--- config.mk ---
export PLATFORM = sky130hd
export DESIGN_NAME = line_segment_run_generator
export DESIGN_NICKNAME = d
export VERILOG_FILES = /design/src/hdl/lsrg_pkg.sv /design/src/hdl/line_segment_run_generator.sv /design/src/hdl/lsrg_div.sv /design/src/hdl/lsrg_ctrl.sv
export VERILOG_INCLUDE_DIRS = /design/src /design/src/hdl
export SDC_FILE = /design/constraint.sdc
export NUM_CORES = 1
export LEC_CHECK = 0
export BUFFER_PORTS_ARGS = -buffer_cell sky130_fd_sc_hd__buf_4
export CORE_MARGIN = 5
export CORE_UTILIZATION = 40
export DETAILED_ROUTE_END_ITERATION = 10
export GPL_TIMING_DRIVEN = 0
export SYNTH_ARGS = -nofsm -noshare
export SYNTH_HDL_FRONTEND = slang
export SYNTH_SLANG_ARGS = --single-unit
--- constraint.sdc ---
create_clock -name clk -period 6.4 [get_ports clk]
set_clock_uncertainty 0.2 [all_clocks]
set_input_delay 0.96 -clock clk [delete_from_list [all_inputs] [get_ports clk]]
set_output_delay 0.96 -clock clk [all_outputs]
set_load 0.05 [all_outputs]
--- src/hdl/line_segment_run_generator_assert.svh ---
// ----------------------------------------------------------------------------
// Line segment run generator assertion macros
// Shared concurrent-assertion forms, clocked on clk and disabled in reset.
// ----------------------------------------------------------------------------
`ifndef LINE_SEGMENT_RUN_GENERATOR_ASSERT_SVH
`define LINE_SEGMENT_RUN_GENERATOR_ASSERT_SVH

// Same-cycle implication.
`define LSRG_ASSERT_IMP(label, ante, cons, msg) \
  label: assert property (@(posedge clk) disable iff (rst) (ante) |-> (cons)) \
    else $error(msg);

// Next-cycle implication.
`define LSRG_ASSERT_NXT(label, ante, cons, msg) \
  label: assert property (@(posedge clk) disable iff (rst) (ante) |=> (cons)) \
    else $error(msg);

`endif

--- src/hdl/lsrg_pkg.sv ---
`timescale 1ns / 1ps
// ----------------------------------------------------------------------------
// lsrg_pkg
// Widths, sequencer states and control types of the line segment run generator.
// ----------------------------------------------------------------------------
package lsrg_pkg;

  localparam int X_W        = 7;  // column width
  localparam int Y_W        = 5;  // row width
  localparam int COLOR_W    = 4;
  localparam int IDX_W      = 5;  // run index, at most 31
  localparam int DVSR_W     = 6;  // number of parts, at most 32
  localparam int DIV_CNT_W  = 3;  // one quotient bit per step over X_W bits

  typedef enum logic [1:0] {
    ST_IDLE,
    ST_PREP,
    ST_DIV,
    ST_EMIT
  } state_t;

  typedef enum logic [1:0] {
    MODE_SINGLE,
    MODE_DIAG,
    MODE_VMAJ,
    MODE_HMAJ
  } run_mode_t;

  typedef struct packed {
    logic load;
    logic prep;
    logic div_start;
    logic emit;
  } lsrg_ctl_t;

  typedef struct packed {
    logic is_cut;
    logic div_done;
    logic last;
  } lsrg_stat_t;

endpackage

--- src/hdl/line_segment_run_generator.sv ---
`timescale 1ns / 1ps
// ----------------------------------------------------------------------------
// line_segment_run_generator
// Breaks a line command into horizontal or vertical pixel runs.
// ----------------------------------------------------------------------------
// Usage:
//   A command (start_x, start_y, end_x, end_y, color) is taken in a transfer
//   at the rising edge where start is high and busy is low. busy stays high
//   until the last run of the line has been computed.
//   Each run leaves on run_x_begin .. run_color and last_run, with run_strobe
//   high for exactly one cycle; the receiver has no way to hold runs off, so
//   every run is a transfer in its strobe cycle. last_run marks the final run.
//   Sequence: a set-up state after the command transfer, then, for a line
//   that is neither a point, axis-aligned nor exactly 45 degrees, a
//   division in the shared restoring divider (major difference over
//   number of parts). Runs then come out one per cycle, each in the cycle
//   after it is computed. A line gives R runs, R from 1 to 32; a new
//   command may be taken in the cycle that shows the previous line's last
//   run.
//   Reset (rst, synchronous) returns the sequencer to idle and drops the
//   strobe; a command in progress is discarded.
// ----------------------------------------------------------------------------
module line_segment_run_generator #(
  parameter int SCREEN_WIDTH  = 128,
  parameter int SCREEN_HEIGHT = 32
) (
  input  logic                         clk,
  input  logic                         rst,
  input  logic                         start,
  output logic                         busy,
  input  logic [lsrg_pkg::X_W-1:0]     start_x,
  input  logic [lsrg_pkg::Y_W-1:0]     start_y,
  input  logic [lsrg_pkg::X_W-1:0]     end_x,
  input  logic [lsrg_pkg::Y_W-1:0]     end_y,
  input  logic [lsrg_pkg::COLOR_W-1:0] color,
  output logic                         run_strobe,
  output logic [lsrg_pkg::X_W-1:0]     run_x_begin,
  output logic [lsrg_pkg::Y_W-1:0]     run_y_begin,
  output logic [lsrg_pkg::X_W-1:0]     run_x_finish,
  output logic [lsrg_pkg::Y_W-1:0]     run_y_finish,
  output logic [lsrg_pkg::COLOR_W-1:0] run_color,
  output logic                         last_run
);
  import lsrg_pkg::*;

  `include "line_segment_run_generator_assert.svh"

  // Largest legal coordinate, limited to what the field width can carry, so
  // a screen wider than the field never clamps.
  localparam int XMAX_I = (SCREEN_WIDTH - 1 > 2**X_W - 1) ? 2**X_W - 1 : SCREEN_WIDTH - 1;
  localparam int YMAX_I = (SCREEN_HEIGHT - 1 > 2**Y_W - 1) ? 2**Y_W - 1 : SCREEN_HEIGHT - 1;
  localparam logic [X_W-1:0] XMAX = X_W'(XMAX_I);
  localparam logic [Y_W-1:0] YMAX = Y_W'(YMAX_I);

  lsrg_ctl_t  ctl;
  lsrg_stat_t stat;

  // Command registers, clamped on capture.
  logic [X_W-1:0]     sx;
  logic [Y_W-1:0]     sy;
  logic [X_W-1:0]     ex;
  logic [Y_W-1:0]     ey;
  logic [COLOR_W-1:0] col;

  // Walk registers.
  run_mode_t      mode;
  logic [X_W-1:0] cx;
  logic [Y_W-1:0] cy;
  logic           xneg;
  logic           yneg;
  logic [IDX_W-1:0] count;
  logic [IDX_W-1:0] last_idx;

  // Set-up decode, used in the cycle after capture.
  logic [X_W-1:0] dx;
  logic [Y_W-1:0] dy;
  run_mode_t      mode_prep;
  logic [X_W-1:0]    div_dividend;
  logic [DVSR_W-1:0] div_divisor;
  logic [X_W-1:0]    len;
  logic              div_done;

  // Emission datapath.
  logic [X_W-1:0] fin_x;
  logic [Y_W-1:0] fin_y;
  logic [X_W-1:0] cx_next;
  logic [Y_W-1:0] cy_next;
  logic [X_W-1:0] x_len_step;
  logic [Y_W-1:0] y_len_step;
  logic [X_W-1:0] x_one_step;
  logic [Y_W-1:0] y_one_step;
  logic           is_last;

  lsrg_ctrl u_ctrl (
    .clk  (clk),
    .rst  (rst),
    .start(start),
    .stat (stat),
    .ctl  (ctl),
    .busy (busy)
  );

  lsrg_div u_div (
    .clk     (clk),
    .rst     (rst),
    .start   (ctl.div_start),
    .dividend(div_dividend),
    .divisor (div_divisor),
    .done    (div_done),
    .quotient(len)
  );

  // Capture the command, saturating coordinates that lie off the screen.
  always_ff @(posedge clk) begin
    if (ctl.load) begin
      sx  <= (start_x > XMAX) ? XMAX : start_x;
      sy  <= (start_y > YMAX) ? YMAX : start_y;
      ex  <= (end_x > XMAX) ? XMAX : end_x;
      ey  <= (end_y > YMAX) ? YMAX : end_y;
      col <= color;
    end
  end

  // Classify the line: a point or axis-aligned line is one run, an exact
  // diagonal is a chain of single pixels, anything else is cut along its
  // major axis.
  always_comb begin
    dx = (sx > ex) ? sx - ex : ex - sx;
    dy = (sy > ey) ? sy - ey : ey - sy;
    if ((dx == '0) || (dy == '0)) begin
      mode_prep = MODE_SINGLE;
    end else if (dx == {{(X_W - Y_W){1'b0}}, dy}) begin
      mode_prep = MODE_DIAG;
    end else if ({{(X_W - Y_W){1'b0}}, dy} > dx) begin
      mode_prep = MODE_VMAJ;
    end else begin
      mode_prep = MODE_HMAJ;
    end
    // Run length is the major difference over (minor difference + 1).
    if (mode_prep == MODE_VMAJ) begin
      div_dividend = {{(X_W - Y_W){1'b0}}, dy};
      div_divisor  = DVSR_W'(dx[IDX_W-1:0]) + 1'b1;
    end else begin
      div_dividend = dx;
      div_divisor  = DVSR_W'(dy) + 1'b1;
    end
  end

  assign stat.is_cut   = (mode_prep == MODE_VMAJ) || (mode_prep == MODE_HMAJ);
  assign stat.div_done = div_done;
  assign stat.last     = is_last;
  assign is_last       = (count == last_idx);

  // Set the walk up in the prep cycle, then advance one run per emit cycle.
  always_ff @(posedge clk) begin
    if (ctl.prep) begin
      mode  <= mode_prep;
      count <= '0;
      unique case (mode_prep)
        MODE_SINGLE: begin
          last_idx <= '0;
          cx       <= sx;
          cy       <= sy;
          xneg     <= 1'b0;
          yneg     <= 1'b0;
        end
        MODE_DIAG: begin
          // Start from the end point with the smaller row, stepping down.
          last_idx <= dx[IDX_W-1:0];
          cx       <= (sy < ey) ? sx : ex;
          cy       <= (sy < ey) ? sy : ey;
          xneg     <= (sy < ey) ? !(sx < ex) : !(ex < sx);
          yneg     <= 1'b0;
        end
        MODE_VMAJ: begin
          last_idx <= dx[IDX_W-1:0];
          cx       <= sx;
          cy       <= sy;
          xneg     <= !(sx < ex);
          yneg     <= !(sy < ey);
        end
        MODE_HMAJ: begin
          last_idx <= dy;
          cx       <= sx;
          cy       <= sy;
          xneg     <= !(sx < ex);
          yneg     <= !(sy < ey);
        end
        default: begin
          last_idx <= '0;
          cx       <= sx;
          cy       <= sy;
          xneg     <= 1'b0;
          yneg     <= 1'b0;
        end
      endcase
    end else if (ctl.emit) begin
      count <= count + 1'b1;
      cx    <= cx_next;
      cy    <= cy_next;
    end
  end

  // Steps along each axis; all arithmetic wraps at the field width, which
  // matches the masked coordinates of the runs.
  always_comb begin
    x_len_step = xneg ? cx - len : cx + len;
    y_len_step = yneg ? cy - len[Y_W-1:0] : cy + len[Y_W-1:0];
    x_one_step = xneg ? cx - 1'b1 : cx + 1'b1;
    y_one_step = yneg ? cy - 1'b1 : cy + 1'b1;
  end

  always_comb begin
    unique case (mode)
      MODE_SINGLE: begin
        fin_x   = ex;
        fin_y   = ey;
        cx_next = cx;
        cy_next = cy;
      end
      MODE_DIAG: begin
        fin_x   = cx;
        fin_y   = cy;
        cx_next = x_one_step;
        cy_next = y_one_step;
      end
      MODE_VMAJ: begin
        // Vertical run; the last one is stretched to the end point.
        fin_x   = is_last ? ex : cx;
        fin_y   = is_last ? ey : y_len_step;
        cx_next = x_one_step;
        cy_next = y_len_step;
      end
      MODE_HMAJ: begin
        fin_x   = is_last ? ex : x_len_step;
        fin_y   = is_last ? ey : cy;
        cx_next = x_len_step;
        cy_next = y_one_step;
      end
      default: begin
        fin_x   = ex;
        fin_y   = ey;
        cx_next = cx;
        cy_next = cy;
      end
    endcase
  end

  // Result registers: the strobe is the only control bit.
  always_ff @(posedge clk) begin
    if (rst) begin
      run_strobe <= 1'b0;
    end else begin
      run_strobe <= ctl.emit;
    end
  end

  always_ff @(posedge clk) begin
    if (ctl.emit) begin
      run_x_begin  <= cx;
      run_y_begin  <= cy;
      run_x_finish <= fin_x;
      run_y_finish <= fin_y;
      run_color    <= col;
      last_run     <= is_last;
    end
  end

  // A run is only shown in the cycle after the sequencer produced it.
  `LSRG_ASSERT_IMP(a_strobe_from_emit, run_strobe, $past(ctl.emit), "run without emit cycle")
  // Once the last run is out, the block is free for the next command.
  `LSRG_ASSERT_IMP(a_last_frees, run_strobe && last_run, !busy, "busy after last run")
  // A run that is not the last one is always followed by more work.
  `LSRG_ASSERT_IMP(a_more_runs, run_strobe && !last_run, busy, "idle before last run")
  // An accepted command always starts the sequencer.
  `LSRG_ASSERT_NXT(a_accept_busy, start && !busy, busy && ctl.prep, "command not taken up")

endmodule

--- src/hdl/lsrg_div.sv ---
`timescale 1ns / 1ps
// ----------------------------------------------------------------------------
// lsrg_div
// Restoring divider, one quotient bit per cycle; the quotient holds after done.
// ----------------------------------------------------------------------------
module lsrg_div (
  input  logic                        clk,
  input  logic                        rst,
  input  logic                        start,
  input  logic [lsrg_pkg::X_W-1:0]    dividend,
  input  logic [lsrg_pkg::DVSR_W-1:0] divisor,
  output logic                        done,
  output logic [lsrg_pkg::X_W-1:0]    quotient
);
  import lsrg_pkg::*;

  localparam logic [DIV_CNT_W-1:0] CNT_LAST = DIV_CNT_W'(X_W - 1);

  logic                  active;
  logic [DIV_CNT_W-1:0]  cnt;
  logic [DVSR_W-1:0]     rem;
  logic [DVSR_W-1:0]     divr;
  logic [DVSR_W:0]       rem_sh;
  logic [DVSR_W+1:0]     diff;

  // Shift in the next dividend bit and try to subtract the divisor.
  assign rem_sh = {rem, quotient[X_W-1]};
  assign diff   = {1'b0, rem_sh} - {2'b00, divr};
  assign done   = active && (cnt == CNT_LAST);

  always_ff @(posedge clk) begin
    if (rst) begin
      active <= 1'b0;
      cnt    <= '0;
    end else if (start) begin
      active <= 1'b1;
      cnt    <= '0;
    end else if (active) begin
      cnt <= cnt + 1'b1;
      if (cnt == CNT_LAST) begin
        active <= 1'b0;
      end
    end
  end

  always_ff @(posedge clk) begin
    if (start) begin
      rem      <= '0;
      divr     <= divisor;
      quotient <= dividend;
    end else if (active) begin
      if (!diff[DVSR_W+1]) begin
        rem      <= diff[DVSR_W-1:0];
        quotient <= {quotient[X_W-2:0], 1'b1};
      end else begin
        rem      <= rem_sh[DVSR_W-1:0];
        quotient <= {quotient[X_W-2:0], 1'b0};
      end
    end
  end

endmodule

--- src/hdl/lsrg_ctrl.sv ---
`timescale 1ns / 1ps
// ----------------------------------------------------------------------------
// lsrg_ctrl
// Sequencer: capture, set-up, division and one run per cycle of emission.
// ----------------------------------------------------------------------------
module lsrg_ctrl (
  input  logic                 clk,
  input  logic                 rst,
  input  logic                 start,
  input  lsrg_pkg::lsrg_stat_t stat,
  output lsrg_pkg::lsrg_ctl_t  ctl,
  output logic                 busy
);
  import lsrg_pkg::*;

  state_t state;
  state_t state_next;

  always_ff @(posedge clk) begin
    if (rst) begin
      state <= ST_IDLE;
    end else begin
      state <= state_next;
    end
  end

  always_comb begin
    state_next = state;
    unique case (state)
      ST_IDLE: begin
        if (start) state_next = ST_PREP;
      end
      ST_PREP: begin
        state_next = stat.is_cut ? ST_DIV : ST_EMIT;
      end
      ST_DIV: begin
        if (stat.div_done) state_next = ST_EMIT;
      end
      ST_EMIT: begin
        if (stat.last) state_next = ST_IDLE;
      end
      default: state_next = ST_IDLE;
    endcase
  end

  always_comb begin
    busy          = (state != ST_IDLE);
    ctl.load      = (state == ST_IDLE) && start;
    ctl.prep      = (state == ST_PREP);
    ctl.div_start = (state == ST_PREP) && stat.is_cut;
    ctl.emit      = (state == ST_EMIT);
  end

endmodule
## Word level (Yosys, flattened, before mapping)

Cells that the tools add are included.

- Eq/ne operators: 16
- Magnitude comparators: 10
- Reductions and logical operators: 25
- Add/subtract/negate cells: 17
- Mux-type cells: 43

Operators with widths:

| kind | count |
|---|---|
| two-way mux 7 bit | 11 |
| two-way mux 5 bit | 8 |
| case mux 7 bit (2 select lines) | 2 |
| case mux 7 bit (4 select lines) | 1 |
| subtractor 7 bit | 3 |
| case mux 5 bit (2 select lines) | 2 |
| case mux 5 bit (4 select lines) | 1 |
| case mux 5 bit (3 select lines) | 1 |
| subtractor 5 bit | 3 |
| > comparator 7 bit, second input constant | 2 |
| < comparator 7 bit | 2 |
| adder 5 x 1 -> 6 bit, second input constant | 2 |
| equality test 2 bit, second input constant | 6 |
| two-way mux 6 bit | 2 |
| OR reduction 2 bit | 6 |
| adder 5 x 1 -> 5 bit, second input constant | 2 |
| > comparator 5 bit, second input constant | 2 |
| two-way mux 2 bit | 5 |
| case mux 2 bit (4 select lines) | 1 |
| subtractor 7 x 6 -> 8 bit | 1 |
| adder 7 x 1 -> 7 bit, second input constant | 1 |
| adder 7 bit | 1 |
| equality test 7 x 5 -> 1 bit | 1 |
| > comparator 5 x 7 -> 1 bit | 1 |
| 25 further kinds | 44 |

- Input port bits: 31
- Word-level logic and storage cells: 136
- Register bits: 109
- Output and inout bits: 31

## Logic depth before layout (Yosys ltp)

Gate-level depths: netlist (run 1).

- Depth in word-level cells: 10
- Depth in mapped cells: 23
- Depth with buffers taken out: 22

## Hierarchy

From an unflattened synthesis (run 1), not the netlist that was laid out.

- Cells, all modules: 710
- Area, all modules: 7,397.1 um^2

By module, submodules not included:

| module | seq. area each (um^2) | cells each | times used | area each (um^2) |
|---|---|---|---|---|
| line_segment_run_generator | 2,462.4 | 584 | 1 | 5,995.8 |
| lsrg_div | 590.6 | 100 | 1 | 1,174.9 |
| lsrg_ctrl | 40.0 | 26 | 1 | 226.5 |

## Worst setup path after synthesis (run 1)

OpenSTA, ideal clock, no wires.

- Path kind: flip-flop to flip-flop
- From: register sy[1]
- To: register u_div.divr[4] (data pin)
- Buffers on the path: 1
- Setup time: 0.261 ns
- Stages on the path, launching flop included: 22
- Setup slack: 1.719 ns
- Arrival time: 4.221 ns
- Data required time: 5.939 ns
- Period minus slack after synthesis: 4.681 ns
- Path through: edfxtp_1 -> inv_1 -> ha_1 -> and2b_1 -> o211ai_2 -> a21o_1 -> mux2i_1 -> xnor2_1 -> inv_1 -> ha_1 -> nand2_1 -> a2111oi_0 -> or3_1 -> and3_4 -> buf_4 -> mux2_2 -> inv_2 -> ha_1 -> inv_1 -> a211oi_1 -> xor2_1 -> mux2i_1

- Word-level cells in the longest chain between the ends: 8
- Elaborated cells between the ends (all ways): 14
- Those cells by class: add/sub (3); order compare (2); eq/ne (2); mux (5); reduce/logical (2)

Ends and longest elaborated chain:

| what | line | source |
|---|---|---|
| from (decl) | line_segment_run_generator.sv:60 | `logic [Y_W-1:0] sy;` |
| from (signal assigned) | line_segment_run_generator.sv:117 | `sy <= (start_y > YMAX) ? YMAX : start_y;` |
| subtractor 5 bit or > comparator 5 bit (tied branches) | line_segment_run_generator.sv:129 | `dy = (sy > ey) ? sy - ey : ey - sy;` |
| two-way mux 5 bit (*) | line_segment_run_generator.sv:129 |  |
| > comparator 5 x 7 -> 1 bit | line_segment_run_generator.sv:134 | `end else if ({{(X_W - Y_W){1'b0}}, dy} > dx) begin` |
| two-way mux 1 bit | line_segment_run_generator.sv:134 |  |
| two-way mux 2 bit | line_segment_run_generator.sv:132 | `end else if (dx == {{(X_W - Y_W){1'b0}}, dy}) begin` |
| two-way mux 2 bit | line_segment_run_generator.sv:130 | `if ((dx == '0) \|\| (dy == '0)) begin` |
| equality test 2 bit | line_segment_run_generator.sv:140 | `if (mode_prep == MODE_VMAJ) begin` |
| two-way mux 6 bit (*) | line_segment_run_generator.sv:140 |  |
| via div_divisor[4] | line_segment_run_generator.sv:79 | `logic [DVSR_W-1:0] div_divisor;` |
| to (signal assigned) | lsrg_div.sv:49 | `divr <= divisor;` |
| to (decl) | lsrg_div.sv:22 | `logic [DVSR_W-1:0] divr;` |

The timed path passes the listed nets; every way through them passes the cells marked *.
A chain may end at the register's enable or synchronous reset.

## Final worst setup path (run 1)

- From: register ey[0]
- To: register u_div.divr[4] (data pin)

- Word-level cells in the longest chain between the ends: 8
- Elaborated cells between the ends (all ways): 14
- Those cells by class: add/sub (3); order compare (2); eq/ne (2); mux (5); reduce/logical (2)

Ends and longest elaborated chain:

| what | line | source |
|---|---|---|
| from (decl) | line_segment_run_generator.sv:62 | `logic [Y_W-1:0] ey;` |
| from (signal assigned) | line_segment_run_generator.sv:119 | `ey <= (end_y > YMAX) ? YMAX : end_y;` |
| subtractor 5 bit or > comparator 5 bit (tied branches) | line_segment_run_generator.sv:129 |  |
| two-way mux 5 bit (*) | line_segment_run_generator.sv:129 |  |
| > comparator 5 x 7 -> 1 bit | line_segment_run_generator.sv:134 |  |
| two-way mux 1 bit | line_segment_run_generator.sv:134 |  |
| two-way mux 2 bit | line_segment_run_generator.sv:132 |  |
| two-way mux 2 bit | line_segment_run_generator.sv:130 |  |
| equality test 2 bit | line_segment_run_generator.sv:140 |  |
| two-way mux 6 bit (*) | line_segment_run_generator.sv:140 |  |
| via div_divisor[4] | line_segment_run_generator.sv:79 |  |

Marked as above.

==> reports/metrics.cfg, run 1 <==
[route]
antenna_left=0
wire_per_inst_um=16.8
route.vias.total=5342
dr.pass1.iters=7
drt-vias-per-instance=5.21
drt_iter0_drc=437
wl_mm=17.2
drc_errors=0

[cts]
clkSlewWorstSetupHoldPaths_ps=80
clkLatencyLatePin_ps=370
cts_root_buf=clkbuf_16
cts_resized=0
htreeDepth=3
ctsHoldBuffers=0
cts_made_buffers=9
clk_path_buf_depth=2
postCtsSetupRepairBufs=0
cts_tree=done
clock_sinks=109

[floorplanning]
start_util=0.404
die-area_mm2=0.0216
die_height_um=147
core_area_mm2=0.0186
dieWidth_um=147
rows=50
ioPinCount=62

[sta]
min_period_over_period=0.862
finalSetupViolCount=0
worst_pin_slew_ps=895
slew_headroom=0.402
hold_viol=0
drv_slew=0
rsz0062_at_grt=no
fmax_mhz=181
timing.setup.tns_ps=0
fin_crit_ps=5520

[worst_setup_path]
crit_required_ps=6320
r2r_slack_ps=880
critPathTopFamily=adder cells
crit_end=u_div.divr[4]$_DFFE_PP_
reg2reg_from=ey[0]$_SDFFCE_PN1P_
critical_path_class=reg -> reg
crit_slowest_cell=xnor2_1
critPathLaunch=ey[0]$_SDFFCE_PN1P_
critPathMaxStageDelay_ps=600
reg2reg_to=u_div.divr[4]$_DFFE_PP_
path_max_fanout=10
crit_buf_inv=4
path_cells=ha_1, nand4_1, mux2i_1, a21o_1, mux2i_1, xnor2_1, inv_1, ha_1, nand2_1, a2111oi_0, or3_1, and3_4, buf_4, mux2_2, inv_2, ha_1, inv_1, a211oi_1, xor2_1, mux2i_1
cp.depth=20
end_kind=flop
rr_worst_depth=20
worstPathArrival_ps=5440
worst_setup_path_start_kind=flop

[synthesis]
synthXorXnorAreaFrac=0.0688
syn_area_per_cell_um2=10.2
muxShareOfSynthArea=0.0768
ys_seq_area_frac=0.412
ys_types=71
synthFlopType=edfxtp_1
synth_edf_count=91
syn_nets=838
synth_top_family_by_area=compound AO/OA/AOI/OAI gates
synth-seq-cells=109
syn_area_mm2=0.00751
synth_compound_area_frac=0.148
yosysWarnings=0
netlist_instances=738
synth_fa_ha_area_frac=0.124
async_reset_ff_frac=0
yosys.area_share.simple=0.103

[cells_and_area]
final_net_count=886
antenna_cells=0
synthToLayoutAreaGrowth_pct=12.0
drive_above_1_share=0.125

[grt]
antenna_found_initial=0
track_usage=0.161
grt_pass1_wl_mm=27.6
globalRouteOverflowTotal=0
first_global_vias=5211
grt_max_degree=31

[placed_design]
dpl.hpwl_mm=13.2
gpl.final_weighted_congestion=0.854
io_buffers=37

[flow_run]
maxCapViolCount=0

[outcome]
status=completed

[hold_path]
hp-class=reg -> reg

metrics by stage:
step / worst slack (ps) / cells / hold slack (ps) / utilization / instance area (um^2)
final: 885 / 1025 / 223 / 0.452 / 8410
after CTS: 932 / 1025 / 225 / 0.452 / 8400
after global routing: 583 / 1025 / 238 / 0.452 / 8410
after global placement: 963 / 1009 / 202 / 0.435 / 8080
after floorplan: 1720 / 738 / 200 / - / 7510
after detailed placement: 927 / 1009 / 206 / 0.435 / 8080
layer usage:
| layer | vias to the layer above | track usage | part of all wire |
|---|---|---|---|
| met5 | - | 0 | 0 |
| met4 | 0 | 0.0541 | 0.016 |
| met3 | 16 | 0.0247 | 0.051 |
| met2 | 139 | 0.257 | 0.45 |
| met1 | 2501 | 0.225 | 0.49 |
| li1 | 2686 | - | - |
worst register-to-register path, cell delays in order, from the launching register on:
cell,delay [ps]
edfxtp_1,500
ha_1,530
nand4_1,230
mux2i_1,190
a21o_1,190
mux2i_1,110
xnor2_1,600
inv_1,170
ha_1,360
nand2_1,70
a2111oi_0,350
or3_1,230
and3_4,220
buf_4,200
mux2_2,380
inv_2,50
ha_1,170
inv_1,60
a211oi_1,230
xor2_1,170
mux2i_1,80
synthesized netlist by cell type, types with 6 or more instances:
cell / count / share of area
mux2i_1: 45 / 0.060
a21oi_1: 54 / 0.036
o21ai_0: 23 / 0.015
dfxtp_1: 18 / 0.048
xor2_1: 23 / 0.027
ha_1: 60 / 0.10
clkbuf_1: 40 / 0.020
nor3_1: 11 / 0.0073
nand4_1: 7 / 0.0058
nand2_1: 43 / 0.022
xnor2_1: 31 / 0.036
fa_1: 9 / 0.024
nor2_1: 57 / 0.029
a21o_1: 19 / 0.019
nand3_1: 9 / 0.0060
edfxtp_1: 91 / 0.36
inv_1: 70 / 0.035
o22ai_1: 6 / 0.0050
a211oi_1: 9 / 0.0090
final cells by class:
cell class | count | area, um^2
clock inverter | 7 | 93.8
timing repair buffer | 37 | 278
fill | 1779 | 10200
tap | 234 | 293
sequential | 109 | 3090
inverter | 72 | 270
buffer | 52 | 240
clock buffer | 9 | 225
multi-input combinational | 505 | 3910
kinds of logic after synthesis:
family,count (synthesis)
fa+ha+maj,69
xor+xnor,56
mux,56
flops,109
simple gates,162
buf+inv,124
compound gates,162
state kept, by name, summed over array words and instances (netlist names), 2 cells and up:
signal / flops
cx: 7
ex: 7
run_x_begin: 7
run_x_finish: 7
sx: 7
u_div.quotient: 7
u_div.divr: 6
u_div.rem: 6
count: 5
cy: 5
ey: 5
last_idx: 5
run_y_begin: 5
run_y_finish: 5
sy: 5
col: 4
run_color: 4
u_div.cnt: 3
mode: 2
u_ctrl.state: 2
layout by cell type (no fill, tap or decap), types with 6 or more instances in the layout:
| cell | n |
|---|---|
| edfxtp_1 | 91 |
| inv_1 | 70 |
| ha_1 | 59 |
| nor2_1 | 56 |
| a21oi_1 | 54 |
| mux2i_1 | 45 |
| nand2_1 | 43 |
| buf_4 | 41 |
| clkbuf_1 | 40 |
| xnor2_1 | 31 |
| o21ai_0 | 23 |
| xor2_1 | 23 |
| a21o_1 | 19 |
| dfxtp_1 | 18 |
| nor3_1 | 11 |
| a211oi_1 | 9 |
| nand3_1 | 9 |
| fa_1 | 9 |
| clkbuf_16 | 9 |
| nand4_1 | 7 |
| o22ai_1 | 6 |
worst min-delay path by stage:
stage | startpoint | to | slack [ps] | cells after the start
floorplan | col[0]$_DFFE_PP_ | run_color[0]$_DFFE_PP_ | 200 | 0
global placement | col[0]$_DFFE_PP_ | run_color[0]$_DFFE_PP_ | 200 | 0
detailed placement | col[2]$_DFFE_PP_ | run_color[2]$_DFFE_PP_ | 210 | 0
CTS | col[2]$_DFFE_PP_ | run_color[2]$_DFFE_PP_ | 230 | 0
global route | col[3]$_DFFE_PP_ | run_color[3]$_DFFE_PP_ | 240 | 0
finish | col[2]$_DFFE_PP_ | run_color[2]$_DFFE_PP_ | 220 | 0
Power of run 1 is left out: the tool's default activity adds up to more than one toggle a clock period on the data nets, which glitch-free logic cannot reach.
==> run 2: changes to the inputs <==
--- a/config.mk
+++ b/config.mk
@@ -14,3 +14,4 @@
 export SYNTH_ARGS = -nofsm -noshare
 export SYNTH_HDL_FRONTEND = slang
+export SYNTH_HIERARCHICAL = 1
 export SYNTH_SLANG_ARGS = --single-unit
==> constraint.sdc (replaced) <==
create_clock -name clk -period 6.4 [get_ports clk]
set_clock_uncertainty 0.2 [all_clocks]
set_input_delay 0.64 -clock clk [delete_from_list [all_inputs] [get_ports clk]]
set_output_delay 0.64 -clock clk [all_outputs]
set_load 0.05 [all_outputs]
==> run 2 against run 1 <==
Global-route usage up 0.41 points. Die area down 1.4%. Utilization up 0.36 points. Highest routed layer unchanged. Critical endpoint is now u_div/divr[4]$_DFFE_PP_. Non-clock buffer count down 4. Sequential share of layout area up 0.70 points. Critical path depth unchanged.
==> reports/metrics.cfg, run 2 <==
[outcome]
status=completed

[synthesis]
async_reset_ff_frac=0
synthFlopType=edfxtp_1
synth_edf_count=91
syn_area_per_cell_um2=10.4
netlist_instances=710
synth_area_leader_cell=edfxtp_1
yosys-top-cells-count=91 x edfxtp_1, 62 x inv_1, 60 x ha_1, 55 x nor2_1, 52 x a21oi_1
syn_area_mm2=0.00740
synthTopCellsByArea=edfxtp_1 37%, ha_1 10%, mux2i_1 5.1%
synth_top_area_frac=0.369
syn_nets=810
yosysWarnings=6
ys_types=76
ys_seq_area_frac=0.418
yosysMostFrequentCell=edfxtp_1
synth-seq-cells=109

[floorplanning]
rows=49
start_util=0.409
dieWidth_um=146
ioPinCount=62
core_area_mm2=0.0181
die_height_um=146
die-area_mm2=0.0213

[route]
drt_iter0_drc=379
drc_errors=0
route.vias.total=5307
wl_mm=17.5
dr.pass1.iters=4
antenna_left=0
met2WireLength_mm=7.71
highest-signal-layer=met4
drt-vias-per-instance=5.35
met1_length_mm=8.20
wire_per_inst_um=17.6
wl_met3_mm=1.10

[worst_setup_path]
worstPathArrival_ps=5810
path_max_fanout=10
end_kind=flop
crit_slowest_cell=a2111oi_4
path_cells=ha_1, buf_6, a21o_1, a31o_2, o21ai_4, nor2_1, a31oi_1, xor2_1, inv_1, ha_1, nand3_1, o221ai_1, a31oi_2, a2111oi_4, buf_4, mux2i_1, ha_1, nand3_1, mux2i_1, o2bb2ai_1
worst_setup_path_start_kind=flop
path_common_cell=ha_1
critical_path_class=reg -> reg
crit_required_ps=6310
critPathMaxStageDelay_ps=720
rr_worst_depth=20

[cells_and_area]
seqCellArea_mm2=0.00309
drive_above_1_share=0.136
layout_commonest_cell=edfxtp_1
mostFrequentLayoutCells=91 x edfxtp_1, 62 x inv_1, 59 x ha_1
antenna_cells=0
multiInputGateArea_mm2=0.00385
n_fill_cell=1689
final_net_count=858
synthToLayoutAreaGrowth_pct=11.5

[sta]
fin_crit_ps=5900
fmax_mhz=169
timing.setup.tns_ps=0
hold_viol=0
rsz0062_at_grt=no
finalSetupViolCount=0
min_period_over_period=0.923
drv_slew=0
worst_pin_slew_ps=830
slew_headroom=0.431

[hold_path]
hold_depth=0
hp-class=reg -> reg

[grt]
first_global_vias=5161
antenna_found_initial=0
globalRouteOverflowTotal=0
grt_max_degree=33
track_usage=0.165
grt_pass1_wl_mm=28.1

[cts]
clock_sinks=109
cts_resized=0
clkSlewWorstSetupHoldPaths_ps=70
ctsHoldBuffers=0
clkLatencyLatePin_ps=350
htreeDepth=3
cts_tree=done
cts_made_buffers=9
postCtsSetupRepairBufs=0
cts_root_buf=clkbuf_16
clk_path_buf_depth=2

[placed_design]
io_buffers=37
gpl.final_weighted_congestion=0.941
dpl.hpwl_mm=14.0

[flow_run]
maxCapViolCount=0

-- run 2: cell type report --
type	instances	area share
Buffer	48	0.0270
Timing Repair Buffer	37	0.0337
Tap cell	229	0.0347
Clock buffer	9	0.0273
Multi-Input combinational cell	490	0.466
Clock inverter	7	0.00713
Inverter	63	0.0287
Sequential cell	109	0.375
-- run 2: path summary, 6_finish.rpt --
path                            start                 endpoint  slack, ps
setup / recovery  ex[4]$_SDFFCE_PN1P_  u_div/divr[4]$_DFFE_PP_        500
hold / removal       col[2]$_DFFE_PP_   run_color[2]$_DFFE_PP_        220
setup reg to reg  ex[4]$_SDFFCE_PN1P_  u_div/divr[4]$_DFFE_PP_        500
hold reg to reg      col[2]$_DFFE_PP_   run_color[2]$_DFFE_PP_        220
-- run 2: per-stage QoR --
| stage | hold slack [ps] | setup slack, ps | std cells | area [um^2] | utilization |
|---|---|---|---|---|---|
| finish | 221 | 495 | 992 | 8250 | 0.456 |
| global placement | 202 | 623 | 976 | 7960 | 0.440 |
| CTS | 221 | 502 | 992 | 8250 | 0.456 |
| floorplan | 200 | 1340 | 710 | 7400 | - |
| detailed placement | 207 | 535 | 976 | 7960 | 0.440 |
| global route | 231 | 81.3 | 992 | 8250 | 0.456 |
-- run 2: per-layer routing --
| layer | vias up | track usage |
|---|---|---|
| li1 | 2617 | - |
| met1 | 2495 | 0.237 |
| met2 | 173 | 0.252 |
| met3 | 22 | 0.0277 |
| met4 | 0 | 0.0593 |
| met5 | - | 0 |
-- run 2: cells by family (layout without fill, tap and decap cells) --
family,after synthesis,count (layout),synth area share
simple gates,158,158,0.104
buf+inv,111,164,0.0621
fa+ha+maj,70,70,0.127
compound gates,154,154,0.144
mux,54,54,0.0783
flops,109,109,0.418
xor+xnor,54,54,0.0665
-- run 2: critical path, delay by kind of cell, from the launching register on --
kind	cells	cell delay, ps
AOI/OAI and AO/OA	8	2250
adders and majority gates	3	990
buffers and inverters	3	630
DFF	1	510
xor gates and xnor gates	1	420
muxes	2	370
and+or+nand+nor	3	290
Power of run 2 is left out for the same reason.
==> run 3: changes to the inputs <==
- CTS_BUF_LIST: not set -> sky130_fd_sc_hd__clkbuf_16
- PLACE_DENSITY: not set -> 0.68
==> run 3 against run 2 <==
Wire length down 5.1%. Sequential share of layout area about the same. Worst hold slack better by 5.4 ps. Die area unchanged. Global-route usage down 0.80 points. Sequential cell count unchanged. Via count down 2.5%. Register-to-register slack worse by 40 ps. Critical path depth unchanged. Utilization about the same. First-iteration DRC count up 33%. Maximum frequency down 0.73%.
==> reports/metrics.cfg, run 3 (same netlist as run 2, synthesis figures left out) <==
[outcome]
status=completed

[cells_and_area]
drive_above_1_share=0.136
stdcell_count=992
synthToLayoutAreaGrowth_pct=11.5
fin_util=0.456
final_net_count=858
antenna_cells=0
mostFrequentLayoutCells=91 x edfxtp_1, 62 x inv_1, 59 x ha_1
layout_commonest_cell=edfxtp_1

[cts]
cts_resized=0
cts_root_buf=clkbuf_16
postCtsSetupRepairBufs=0
htreeDepth=3
clkSlewWorstSetupHoldPaths_ps=80
clkLatencyLatePin_ps=350
cts_tree=done
cts_made_buffers=9
ctsHoldBuffers=0
clock_sinks=109
clk_path_buf_depth=2

[grt]
first_global_vias=5039
grt_pass1_wl_mm=27.2
grt_use_met1=0.231
grtUsageMet2=0.239
antenna_found_initial=0
globalRouteOverflowTotal=0
track_usage=0.157
use_met3=0.0324
grt-busiest-layer=met2
grt_max_degree=33

[route]
route.vias.total=5176
drc_errors=0
antenna_left=0
drt-vias-per-instance=5.22
wire_per_inst_um=16.7
drt_iter0_drc=504
dr.pass1.iters=5
wl_mm=16.6

[sta]
fmax_mhz=168
fin_crit_ps=5950
hold_viol=0
min_period_over_period=0.929
rsz0062_at_grt=no
worst_pin_slew_ps=823
timing.setup.tns_ps=0
slew_headroom=0.449
drv_slew=0
finalSetupViolCount=0

[worst_setup_path]
end_kind=flop
worstPathArrival_ps=5840
critical_path_class=reg -> reg
path_max_fanout=10
rr_worst_depth=20
crit_required_ps=6290
worst_setup_path_start_kind=flop

[floorplanning]
ioPinCount=62
dieWidth_um=146
rows=49
start_util=0.409
die_height_um=146
die-area_mm2=0.0213
core_area_mm2=0.0181

[placed_design]
gpl.final_weighted_congestion=0.938
io_buffers=37
dpl.hpwl_mm=12.9
dp.cells=976

[flow_run]
maxCapViolCount=0

[hold_path]
hold_depth=0
hp-class=reg -> reg

run 3: changes by cell type in the layout (fill, tap and decap cells not counted), sizes merged:
cell,previous run,this run
clkinvlp,2,0
clkinv,3,5
run 3: through the flow:
stage                     setup WS, ps  hold slack, ps  area (um^2)
after global placement             602             201         7960
after global routing              68.2             235         8250
after floorplan                   1340             200         7400
after CTS                          455             227         8250
after detailed placement           502             207         7960
final                              452             227         8250
run 3: layout make-up:
class	instances	area, um^2
clock inverter	7	60.1
buffer	48	223
timing repair buffer	37	278
multi-input combinational	490	3850
fill	1686	9840
sequential	109	3090
clock buffer	9	225
inverter	63	236
tap	229	287
run 3: routing by layer:
metal,share of wire,wire [um]
met1,0.50,8210
met2,0.44,7280
met3,0.051,839
met4,0.015,246
met5,0,0
run 3: worst paths after layout:
kind | from | end | slack (ps)
max | ex[4]$_SDFFCE_PN1P_ | u_div/divr[4]$_DFFE_PP_ | 450
min | col[3]$_DFFE_PP_ | run_color[3]$_DFFE_PP_ | 230
max reg2reg | ex[4]$_SDFFCE_PN1P_ | u_div/divr[4]$_DFFE_PP_ | 450
min reg2reg | col[3]$_DFFE_PP_ | run_color[3]$_DFFE_PP_ | 230
run 3: worst max-delay path: stages (launching register included):
cell	delay, ps
edfxtp_1	510
ha_1	340
buf_6	140
a21o_1	190
a31o_2	300
o21ai_4	310
nor2_1	90
a31oi_1	180
xor2_1	400
inv_1	180
ha_1	400
nand3_1	90
o221ai_1	290
a31oi_2	240
a2111oi_4	720
buf_4	300
mux2i_1	220
ha_1	260
nand3_1	90
mux2i_1	150
o2bb2ai_1	90
Power of run 3 is left out for the same reason.
